**src/rtl/vertex_attribute_to_float_unit_macros.svh**
```systemverilog
// ----------------------------------------------------------------------------
// Vertex attribute to float unit: assertion macros
// Short forms for the concurrent checks that the unit places at its end.
// ----------------------------------------------------------------------------
`ifndef VERTEX_ATTRIBUTE_TO_FLOAT_UNIT_MACROS_SVH
`define VERTEX_ATTRIBUTE_TO_FLOAT_UNIT_MACROS_SVH

// The consequent must hold in the cycle of the antecedent, outside reset.
`define VATF_ASSERT_IMP(label, clk, rstn, ante, cons, msg) \
    label: assert property (@(posedge clk) disable iff (!(rstn)) (ante) |-> (cons)) \
        else $error(msg);

// The consequent must hold in the cycle after the antecedent, outside reset.
`define VATF_ASSERT_NXT(label, clk, rstn, ante, cons, msg) \
    label: assert property (@(posedge clk) disable iff (!(rstn)) (ante) |=> (cons)) \
        else $error(msg);

// The consequent must hold in the cycle after the antecedent, reset included.
`define VATF_ASSERT_ANY(label, clk, ante, cons, msg) \
    label: assert property (@(posedge clk) (ante) |=> (cons)) else $error(msg);

`endif

```
**src/rtl/vatf_pkg.sv**
```systemverilog
// ----------------------------------------------------------------------------
// Vertex attribute to float: shared package
// Format codes, lane classes, divisor constants and the lane result type.
// ----------------------------------------------------------------------------
`default_nettype none

package vatf_pkg;

    localparam logic [4:0] KIND_FLOAT1    = 5'd0;
    localparam logic [4:0] KIND_FLOAT2    = 5'd1;
    localparam logic [4:0] KIND_FLOAT3    = 5'd2;
    localparam logic [4:0] KIND_FLOAT4    = 5'd3;
    localparam logic [4:0] KIND_COLOR     = 5'd4;
    localparam logic [4:0] KIND_UBYTE4    = 5'd5;
    localparam logic [4:0] KIND_SHORT2    = 5'd6;
    localparam logic [4:0] KIND_SHORT4    = 5'd7;
    localparam logic [4:0] KIND_UBYTE4N   = 5'd8;
    localparam logic [4:0] KIND_SHORT2N   = 5'd9;
    localparam logic [4:0] KIND_SHORT4N   = 5'd10;
    localparam logic [4:0] KIND_USHORT2N  = 5'd11;
    localparam logic [4:0] KIND_USHORT4N  = 5'd12;
    localparam logic [4:0] KIND_FLOAT16_2 = 5'd15;
    localparam logic [4:0] KIND_FLOAT16_4 = 5'd16;

    localparam int LANES = 4;

    // What a lane does with its element.
    typedef enum logic [2:0] {
        CLS_ZERO,
        CLS_FLOAT,
        CLS_UNORM8,
        CLS_SINT16,
        CLS_SNORM16,
        CLS_UNORM16,
        CLS_HALF
    } cls_t;

    typedef enum logic [1:0] {
        DIV_255,
        DIV_32767,
        DIV_65535
    } div_t;

    // Quotient scale: Q = floor(a * 2^K / d), chosen so that Q has 26 or 27 bits.
    localparam int K_255   = 18;
    localparam int K_32767 = 25;
    localparam int K_65535 = 26;

    // Reciprocals floor(2^(16+K) / d).
    localparam logic [26:0] RECIP_255   = 27'((64'd1 << (16 + K_255)) / 64'd255);
    localparam logic [26:0] RECIP_32767 = 27'((64'd1 << (16 + K_32767)) / 64'd32767);
    localparam logic [26:0] RECIP_65535 = 27'((64'd1 << (16 + K_65535)) / 64'd65535);

    // Biased exponent of Q / 2^K when the leading quotient bit is bit 25.
    localparam logic [7:0] EBASE_255   = 8'(25 - K_255 + 127);
    localparam logic [7:0] EBASE_32767 = 8'(25 - K_32767 + 127);
    localparam logic [7:0] EBASE_65535 = 8'(25 - K_65535 + 127);

    typedef struct packed {
        logic        is_div;
        logic        sign;
        logic [7:0]  exp_base;
        logic [31:0] direct;
    } lane_meta_t;

    typedef struct packed {
        logic        is_div;
        logic        sign;
        logic [7:0]  exp_base;
        logic [26:0] quo;
        logic        sticky;
        logic [31:0] direct;
    } lane_res_t;

    typedef struct packed {
        logic s1;
        logic s2;
        logic s3;
        logic s4;
        logic s5;
    } lane_en_t;

endpackage

`default_nettype wire

```
**src/rtl/vatf_lane.sv**
```systemverilog
// ----------------------------------------------------------------------------
// Vertex attribute to float: conversion lane
// Converts one element to a float, or to an unrounded quotient and sticky bit.
// ----------------------------------------------------------------------------
`default_nettype none

module vatf_lane
    import vatf_pkg::*;
(
    input  wire logic        aclk,
    input  wire lane_en_t    en,
    input  wire logic [31:0] elem_i,
    input  wire cls_t        cls_i,
    output lane_res_t        res_o
);

    function automatic logic [3:0] lzc16(input logic [15:0] v);
        logic [3:0] n;
        n = 4'd0;
        for (int k = 0; k < 16; k++) begin
            if (v[k]) begin
                n = 4'(15 - k);
            end
        end
        return n;
    endfunction

    logic [31:0] s1_elem_reg;
    cls_t        s1_cls_reg;

    lane_meta_t  s2_meta_reg, s2_meta_next;
    div_t        s2_div_reg, s2_div_next;
    logic [15:0] s2_anorm_reg, s2_anorm_next;

    lane_meta_t  s3_meta_reg;
    div_t        s3_div_reg;
    logic [26:0] s3_q0_reg, s3_q0_next;

    lane_meta_t  s4_meta_reg;
    div_t        s4_div_reg;
    logic [26:0] s4_q0_reg;
    logic [17:0] s4_rem_reg, s4_rem_next;

    lane_res_t   s5_res_reg, s5_res_next;

    always_ff @(posedge aclk) begin
        if (en.s1) begin
            s1_elem_reg <= elem_i;
            s1_cls_reg  <= cls_i;
        end
    end

    // Decode, normalise and the exact conversions.
    always_comb begin
        logic [15:0] h;
        logic [15:0] mag;
        logic [3:0]  lz;
        logic [3:0]  hlz;
        logic [15:0] hnorm;
        logic        sgn;
        h     = s1_elem_reg[15:0];
        sgn   = 1'b0;
        mag   = 16'd0;
        unique case (s1_cls_reg)
            CLS_SINT16, CLS_SNORM16: begin
                sgn = h[15];
                mag = h[15] ? (~h + 16'd1) : h;
            end
            CLS_UNORM16: mag = h;
            CLS_UNORM8:  mag = {8'd0, h[7:0]};
            default:     mag = 16'd0;
        endcase
        lz            = lzc16(mag);
        s2_anorm_next = mag << lz;
        hlz           = lzc16({6'd0, h[9:0]});
        hnorm         = {6'd0, h[9:0]} << hlz;

        s2_meta_next.is_div   = 1'b0;
        s2_meta_next.sign     = sgn;
        s2_meta_next.exp_base = EBASE_255 - {4'd0, lz};
        s2_meta_next.direct   = 32'd0;
        s2_div_next           = DIV_255;

        unique case (s1_cls_reg)
            CLS_FLOAT: s2_meta_next.direct = s1_elem_reg;
            CLS_SINT16: begin
                if (mag != 16'd0) begin
                    s2_meta_next.direct = {sgn, 8'd142 - {4'd0, lz}, s2_anorm_next[14:0], 8'd0};
                end
            end
            CLS_UNORM8: begin
                s2_meta_next.is_div = (mag != 16'd0);
            end
            CLS_SNORM16: begin
                s2_meta_next.is_div   = (mag != 16'd0);
                s2_meta_next.exp_base = EBASE_32767 - {4'd0, lz};
                s2_div_next           = DIV_32767;
            end
            CLS_UNORM16: begin
                s2_meta_next.is_div   = (mag != 16'd0);
                s2_meta_next.exp_base = EBASE_65535 - {4'd0, lz};
                s2_div_next           = DIV_65535;
            end
            CLS_HALF: begin
                if (h[14:10] == 5'd0) begin
                    if (h[9:0] == 10'd0) begin
                        s2_meta_next.direct = {h[15], 31'd0};
                    end else begin
                        s2_meta_next.direct = {h[15], 8'd118 - {4'd0, hlz}, hnorm[14:5], 13'd0};
                    end
                end else if (h[14:10] == 5'h1F) begin
                    s2_meta_next.direct = {h[15], 8'hFF, h[9:0], 13'd0};
                end else begin
                    s2_meta_next.direct = {h[15], {3'd0, h[14:10]} + 8'd112, h[9:0], 13'd0};
                end
            end
            default: s2_meta_next.direct = 32'd0;
        endcase
    end

    always_ff @(posedge aclk) begin
        if (en.s2) begin
            s2_meta_reg  <= s2_meta_next;
            s2_div_reg   <= s2_div_next;
            s2_anorm_reg <= s2_anorm_next;
        end
    end

    // Estimated quotient, at most one below the true one.
    always_comb begin
        logic [26:0] recip;
        logic [42:0] prod;
        unique case (s2_div_reg)
            DIV_32767: recip = RECIP_32767;
            DIV_65535: recip = RECIP_65535;
            default:   recip = RECIP_255;
        endcase
        prod       = {27'd0, s2_anorm_reg} * {16'd0, recip};
        s3_q0_next = prod[42:16];
    end

    always_ff @(posedge aclk) begin
        if (en.s3) begin
            s3_meta_reg <= s2_meta_reg;
            s3_div_reg  <= s2_div_reg;
            s3_q0_reg   <= s3_q0_next;
        end
    end

    // The dividend has at least 18 zero low bits, so the remainder is the
    // negated low part of the quotient times the divisor.
    always_comb begin
        logic [15:0] dval;
        logic [33:0] low;
        unique case (s3_div_reg)
            DIV_32767: dval = 16'd32767;
            DIV_65535: dval = 16'd65535;
            default:   dval = 16'd255;
        endcase
        low         = {16'd0, s3_q0_reg[17:0]} * {18'd0, dval};
        s4_rem_next = 18'd0 - low[17:0];
    end

    always_ff @(posedge aclk) begin
        if (en.s4) begin
            s4_meta_reg <= s3_meta_reg;
            s4_div_reg  <= s3_div_reg;
            s4_q0_reg   <= s3_q0_reg;
            s4_rem_reg  <= s4_rem_next;
        end
    end

    always_comb begin
        logic [17:0] dval;
        logic [17:0] rem;
        unique case (s4_div_reg)
            DIV_32767: dval = 18'd32767;
            DIV_65535: dval = 18'd65535;
            default:   dval = 18'd255;
        endcase
        s5_res_next.is_div   = s4_meta_reg.is_div;
        s5_res_next.sign     = s4_meta_reg.sign;
        s5_res_next.exp_base = s4_meta_reg.exp_base;
        s5_res_next.direct   = s4_meta_reg.direct;
        if (s4_rem_reg >= dval) begin
            s5_res_next.quo = s4_q0_reg + 27'd1;
            rem             = s4_rem_reg - dval;
        end else begin
            s5_res_next.quo = s4_q0_reg;
            rem             = s4_rem_reg;
        end
        s5_res_next.sticky = (rem != 18'd0);
    end

    always_ff @(posedge aclk) begin
        if (en.s5) begin
            s5_res_reg <= s5_res_next;
        end
    end

    assign res_o = s5_res_reg;

endmodule

`default_nettype wire

```
**src/rtl/vatf_merge.sv**
```systemverilog
// ----------------------------------------------------------------------------
// Vertex attribute to float: merging stage
// Rounds the lane quotients to nearest even and registers all four components.
// ----------------------------------------------------------------------------
`default_nettype none

module vatf_merge
    import vatf_pkg::*;
(
    input  wire logic      aclk,
    input  wire logic      en,
    input  wire lane_res_t lane_res_i [LANES],
    output logic [31:0]    comp_o     [LANES]
);

    function automatic logic [31:0] pack(input lane_res_t r);
        logic [23:0] mant;
        logic        g;
        logic        st;
        logic [7:0]  e;
        logic [24:0] mr;
        logic [22:0] frac;
        if (r.quo[26]) begin
            mant = r.quo[26:3];
            g    = r.quo[2];
            st   = (|r.quo[1:0]) | r.sticky;
            e    = r.exp_base + 8'd1;
        end else begin
            mant = r.quo[25:2];
            g    = r.quo[1];
            st   = r.quo[0] | r.sticky;
            e    = r.exp_base;
        end
        mr = {1'b0, mant} + {24'd0, g & (st | mant[0])};
        if (mr[24]) begin
            e    = e + 8'd1;
            frac = mr[23:1];
        end else begin
            frac = mr[22:0];
        end
        return r.is_div ? {r.sign, e, frac} : r.direct;
    endfunction

    logic [31:0] comp_reg [LANES];

    always_ff @(posedge aclk) begin
        if (en) begin
            for (int i = 0; i < LANES; i++) begin
                comp_reg[i] <= pack(lane_res_i[i]);
            end
        end
    end

    assign comp_o = comp_reg;

endmodule

`default_nettype wire

```
**src/rtl/vertex_attribute_to_float_unit.sv**
```systemverilog
// ----------------------------------------------------------------------------
// Vertex attribute to float unit
// Converts one vertex attribute (format code plus up to sixteen raw bytes)
// into four IEEE single-precision components, one attribute per cycle unless stalled.
// ----------------------------------------------------------------------------
//
//   Channel   Direction   Ports                                       Role
//   s_        in          s_kind, s_raw_low, s_raw_high, s_bytes_valid attribute
//   m_        out         m_comp_x, m_comp_y, m_comp_z, m_comp_w       four floats
//
// From acceptance to m_valid a transfer passes the lane stages and the merge register.
// A new attribute is taken every cycle while s_ready is high; four lanes convert
// the elements in parallel, dividing by reciprocal multiply and correction.
// Reset (aresetn, synchronous, active low) empties the pipeline only.
// Each stage holds while the stage after it is full and stalled, so bubbles
// are squeezed out and the input stays ready as long as any stage is empty.
//
// ----------------------------------------------------------------------------
`default_nettype none

`include "vertex_attribute_to_float_unit_macros.svh"

module vertex_attribute_to_float_unit
    import vatf_pkg::*;
(
    input  wire logic        aclk,
    input  wire logic        aresetn,

    input  wire logic        s_valid,
    output logic             s_ready,
    input  wire logic [4:0]  s_kind,
    input  wire logic [63:0] s_raw_low,
    input  wire logic [63:0] s_raw_high,
    input  wire logic [4:0]  s_bytes_valid,

    output logic             m_valid,
    input  wire logic        m_ready,
    output logic [31:0]      m_comp_x,
    output logic [31:0]      m_comp_y,
    output logic [31:0]      m_comp_z,
    output logic [31:0]      m_comp_w
);

    // Five lane stages and the output register of the merging stage.
    localparam int STAGES = 6;

    logic [STAGES-1:0] valid_reg, valid_next;
    logic [STAGES-1:0] adv;

    logic [127:0] raw;
    logic [4:0]   vclip;

    logic [31:0]  lane_elem [LANES];
    cls_t         lane_cls  [LANES];
    lane_res_t    lane_res  [LANES];
    logic [31:0]  comp      [LANES];
    lane_en_t     lane_en;

    // A stage may load when it is empty or when its contents move on.
    always_comb begin
        adv[STAGES-1] = !valid_reg[STAGES-1] || m_ready;
        for (int k = STAGES - 2; k >= 0; k--) begin
            adv[k] = !valid_reg[k] || adv[k+1];
        end
    end

    assign s_ready = adv[0];
    assign m_valid = valid_reg[STAGES-1];

    always_comb begin
        valid_next = valid_reg;
        if (adv[0]) begin
            valid_next[0] = s_valid;
        end
        for (int k = 1; k < STAGES; k++) begin
            if (adv[k]) begin
                valid_next[k] = valid_reg[k-1];
            end
        end
    end

    always_ff @(posedge aclk) begin
        if (!aresetn) begin
            valid_reg <= '0;
        end else begin
            valid_reg <= valid_next;
        end
    end

    assign lane_en.s1 = adv[0];
    assign lane_en.s2 = adv[1];
    assign lane_en.s3 = adv[2];
    assign lane_en.s4 = adv[3];
    assign lane_en.s5 = adv[4];

    assign raw   = {s_raw_high, s_raw_low};
    assign vclip = (s_bytes_valid > 5'd16) ? 5'd16 : s_bytes_valid;

    // Element fetch: each lane picks its element from the byte array. An
    // element that runs past the valid byte count is fetched as zero, and a
    // component the format does not supply is forced to zero.
    for (genvar i = 0; i < LANES; i++) begin : g_lane
        always_comb begin
            lane_elem[i] = 32'd0;
            lane_cls[i]  = CLS_ZERO;
            case (s_kind) inside
                KIND_FLOAT1, KIND_FLOAT2, KIND_FLOAT3, KIND_FLOAT4: begin
                    lane_cls[i] = CLS_FLOAT;
                    if ((5'(i) <= s_kind) && (5'(4 * i + 4) <= vclip)) begin
                        lane_elem[i] = raw[32*i +: 32];
                    end
                end
                KIND_COLOR, KIND_UBYTE4, KIND_UBYTE4N: begin
                    lane_cls[i] = CLS_UNORM8;
                    if (5'(i + 1) <= vclip) begin
                        lane_elem[i] = {24'd0, raw[8*i +: 8]};
                    end
                end
                KIND_SHORT2, KIND_SHORT4, KIND_SHORT2N, KIND_SHORT4N,
                KIND_USHORT2N, KIND_USHORT4N, KIND_FLOAT16_2, KIND_FLOAT16_4: begin
                    if ((i < 2) || (s_kind == KIND_SHORT4) || (s_kind == KIND_SHORT4N)
                            || (s_kind == KIND_USHORT4N) || (s_kind == KIND_FLOAT16_4)) begin
                        if ((s_kind == KIND_SHORT2) || (s_kind == KIND_SHORT4)) begin
                            lane_cls[i] = CLS_SINT16;
                        end else if ((s_kind == KIND_SHORT2N) || (s_kind == KIND_SHORT4N)) begin
                            lane_cls[i] = CLS_SNORM16;
                        end else if ((s_kind == KIND_USHORT2N)
                                || (s_kind == KIND_USHORT4N)) begin
                            lane_cls[i] = CLS_UNORM16;
                        end else begin
                            lane_cls[i] = CLS_HALF;
                        end
                        if (5'(2 * i + 2) <= vclip) begin
                            lane_elem[i] = {16'd0, raw[16*i +: 16]};
                        end
                    end
                end
                default: lane_cls[i] = CLS_ZERO;
            endcase
        end

        vatf_lane u_lane (
            .aclk   (aclk),
            .en     (lane_en),
            .elem_i (lane_elem[i]),
            .cls_i  (lane_cls[i]),
            .res_o  (lane_res[i])
        );
    end

    vatf_merge u_merge (
        .aclk       (aclk),
        .en         (adv[STAGES-1]),
        .lane_res_i (lane_res),
        .comp_o     (comp)
    );

    assign m_comp_x = comp[0];
    assign m_comp_y = comp[1];
    assign m_comp_z = comp[2];
    assign m_comp_w = comp[3];

    `VATF_ASSERT_NXT(a_accept_fills, aclk, aresetn, s_valid && s_ready, valid_reg[0], "accepted transfer lost at first stage")
    `VATF_ASSERT_NXT(a_stall_holds, aclk, aresetn, valid_reg[2] && !adv[2], valid_reg[2], "stalled stage dropped its item")
    `VATF_ASSERT_NXT(a_taken_clears, aclk, aresetn, m_valid && m_ready && !valid_reg[STAGES-2], !m_valid, "result repeated after transfer")
    `VATF_ASSERT_ANY(a_reset_empty, aclk, !aresetn, valid_reg == '0, "pipeline not empty after reset")

endmodule

`default_nettype wire
```
**config.mk**
```make
export PLATFORM = sky130hd
export DESIGN_NAME = vertex_attribute_to_float_unit
export DESIGN_NICKNAME = d
export VERILOG_FILES = /design/src/rtl/vatf_pkg.sv /design/src/rtl/vatf_lane.sv /design/src/rtl/vatf_merge.sv /design/src/rtl/vertex_attribute_to_float_unit.sv
export VERILOG_INCLUDE_DIRS = /design/src /design/src/rtl
export SDC_FILE = /design/constraint.sdc
export NUM_CORES = 2
export LEC_CHECK = 0
export ABC_AREA = 1
export BUFFER_PORTS_ARGS = -buffer_cell sky130_fd_sc_hd__buf_4
export CORE_UTILIZATION = 50
export DETAILED_ROUTE_END_ITERATION = 10
export HOLD_SLACK_MARGIN = 0.15
export PLACE_DENSITY = 0.69
export SYNTH_ARGS = -nofsm -noshare
export SYNTH_HDL_FRONTEND = slang
export SYNTH_SLANG_ARGS = --single-unit
```
**constraint.sdc**
```tcl
create_clock -name aclk -period 58.4 [get_ports aclk]
set_input_delay 11.68 -clock aclk [delete_from_list [all_inputs] [get_ports aclk]]
set_output_delay 11.68 -clock aclk [all_outputs]
set_load 0.02 [all_outputs]
```
==> metrics <==
status finished, final reports clean; IO buf count around 270; starting DRC count in detailed routing between 5000 and 6000; Tmin final between 20000 and 30000 ps; clk buf depth 3; Seq/Total Area, Yosys between 40% and 50%; Max stage delay on crit path 620 ps; fmax 36.53 MHz; hpwl dp 193100 µm; global-route total usage across every layer between 20% and 30%; fin crit share around 47%; die span in x 434.2 µm; first-pass GRT wire length approximately 370000 µm; max capacitance violation total 0; Critical Path End Type output pin; Slew @ Worst Pin ~1200 ps; Initial Util roughly 50%; Die H between 400 and 500 µm; Startpoint Class input port; hold buffers post-CTS 0; Fin Setup TNS 0 ps; io pins between 200 and 300; Avg Cell Area, Syn 10.15 µm²; R2R setup slack 51780 ps; Synth Cell Area about 0.093 mm²; CP delay by family, top simple AND/OR/NAND/NOR gates; pin count of the biggest net entering global routing about 100; worst hold path class flip-flop to flip-flop; antenna cells 0; Ys Warns 0; clk slew on worst S/H paths 60 ps; Fin Hold WS slightly above 400 ps; Compound-Gate Fraction of Synth Area between 7 and 8%; max-slew violation count 0; fill count 16071; WS Path Type input port to output pin; clock root cell clkbuf_16; DRT Pass-1 Iters 9; pre-CTS setup slack approximately 30000 ps; final setup margin between 30000 and 40000 ps; CTS Sinks between 1000 and 1500; Total Die Area roughly 0.19 mm²; final instance area between 0.1 and 0.15 mm²; max reg flops between 200 and 300; flop and latch count out of synthesis 1412; # resized after CTS 0; drt via density about 5.4; xor and xnor area share after synthesis 4.754%; CP Max Fanout 90; proportion of synthesized area in mux cells 0.4716%; Layout Skew approximately 33 ps; setup bufs post-CTS 0; commonest cells after routing, fill and taps aside 1581 x inv_1, 1462 x nand2_1, 1406 x edfxtp_1, 799 x ha_1, 673 x nor2_1; Post-DP Area ~0.098 mm²; Crit path top cell by count nor2_1; Mapped Cells between 9000 and 10000; # H-tree levels 4; via count of the routed design around 65000; DRC 0; Rel. slew slack between 20% and 30%; core area between 0.15 and 0.2 mm²; post-synthesis simple-gate area fraction around 14%; drt total wl around 240000 µm; Buf+Inv Stages, Crit Path 6; CTS tree built; global routing's busiest layer met2; met2 usage approximately 40%; Final Hold Fails 0; initial antenna violation count 6; Post-synth EDFFs 1406; most common cell after layout, fill and taps aside inv_1; layout cells sized above 1 8.469%; TritonCTS Buffers 150; final net count ~11000; crit-path cells buf_4 > nor2_1 > inv_6 > nor2_1 > inv_8 > nor2_1 > inv_8 > nor2_1 > inv_8 > nor2_1 > nand2_4 > buf_4; ys flop type edfxtp_1; RSZ-0062 raised after global routing false; routability congestion estimate about 1; clock latency on the worst-skew pair just over 800 ps; Worst EP arrival between 15000 and 20000 ps; ys async rst share 0%; layout overhead on the synthesized area 10.21%; M1 GR Usage a little over a third; global route overflow 0; M3 GR Usage around 3.8%; syn_nets 10598; post-route ant nets 0; Yosys cell types a little under 80; wire length per cell approximately 20 µm; Required @ worst endpoint 46720 ps; largest family of logic cells by synthesized area adder cells; Setup violations, final 0; Rows approximately 160; number of global-route vias before repair 64184; Adder-Cell Fraction of Synth Area between 20% and 30%; CP max-delay cell nand2_4
## synth_stat cells (all sizes together) (9+ instances only)
library cell     n  area, µm²
a21o             9      67.56
a21oi          371       1883
a22oi           43      322.8
a31oi           40      307.8
and2            12      75.07
buf             71      484.2
clkbuf          93      349.1
clkinv          11      41.29
edfxtp        1406      42220
fa             456       9129
ha             799       9997
inv           1647       6187
mux2i           44      440.4
nand2         1494       5731
nand3          466       2437
nand3b          21      157.7
nand4           88      575.6
nor2           713       2811
nor3           129      799.5
nor4            38      262.8
o211ai          50      385.4
o21a            25      188.9
o21ai          420       2140
o21bai          22      165.2
o221ai          50      437.9
o22ai           23      143.9
o31ai           25      187.7
o32ai            9      78.83
or2             61      381.6
xnor2          183       1603
xor2           324       2838
## per-layer routing
metal	up-vias	share of wire, %	wire length, µm
met5	-	0.0041	10
li1	31334	-	-
met3	372	6.4	15520
met4	2	3.9	9404
met2	2172	45	109500
met1	31425	44	107000
## worst paths after layout
| kind | endpoint | start | depth (start not counted) |
|---|---|---|---|
| worst max-delay path | s_ready | m_ready | 12 |
| worst min-delay path | g_lane[0].u_lane.s4_q0_reg[24] | g_lane[0].u_lane.s3_q0_reg[24] | 0 |
| worst max register to register | g_lane[2].u_lane.s4_rem_reg[17] | g_lane[3].u_lane.s3_div_reg[1] | 17 |
| worst min register to register | g_lane[0].u_lane.s4_q0_reg[24] | g_lane[0].u_lane.s3_q0_reg[24] | 0 |
## cell type report
type / instances / area [µm²] / share of cell area [%]
Clock buffer: 181 / 3955 / 3.842
Multi-Input combinational cell: 5967 / 44030 / 42.77
Clock inverter: 91 / 884.6 / 0.8594
Tap cell: 2480 / 3103 / 3.015
Inverter: 1658 / 6264 / 6.085
Timing Repair Buffer: 314 / 2357 / 2.290
Sequential cell: 1412 / 42340 / 41.13
## per-stage QoR
step | instances | utilization [%]
after floorplan | 9201 | -
after global placement | 11831 | 52.90
after detailed placement | 11831 | 52.90
after CTS | 12103 | 55.51
after global routing | 12103 | 55.51
final | 12103 | 55.51
## logic make-up after synthesis
| kind of cell | after synthesis |
|---|---|
| DFF | 1412 |
| muxes | 44 |
| xor gates and xnor gates | 507 |
| buffers and inverters | 1822 |
| AOI/OAI and AO/OA | 1129 |
| adders and majority gates | 1255 |
| and+or+nand+nor | 3032 |
Power is left out: the tool's default activity adds up to more than one toggle a clock period on the data nets, which glitch-free logic cannot reach.
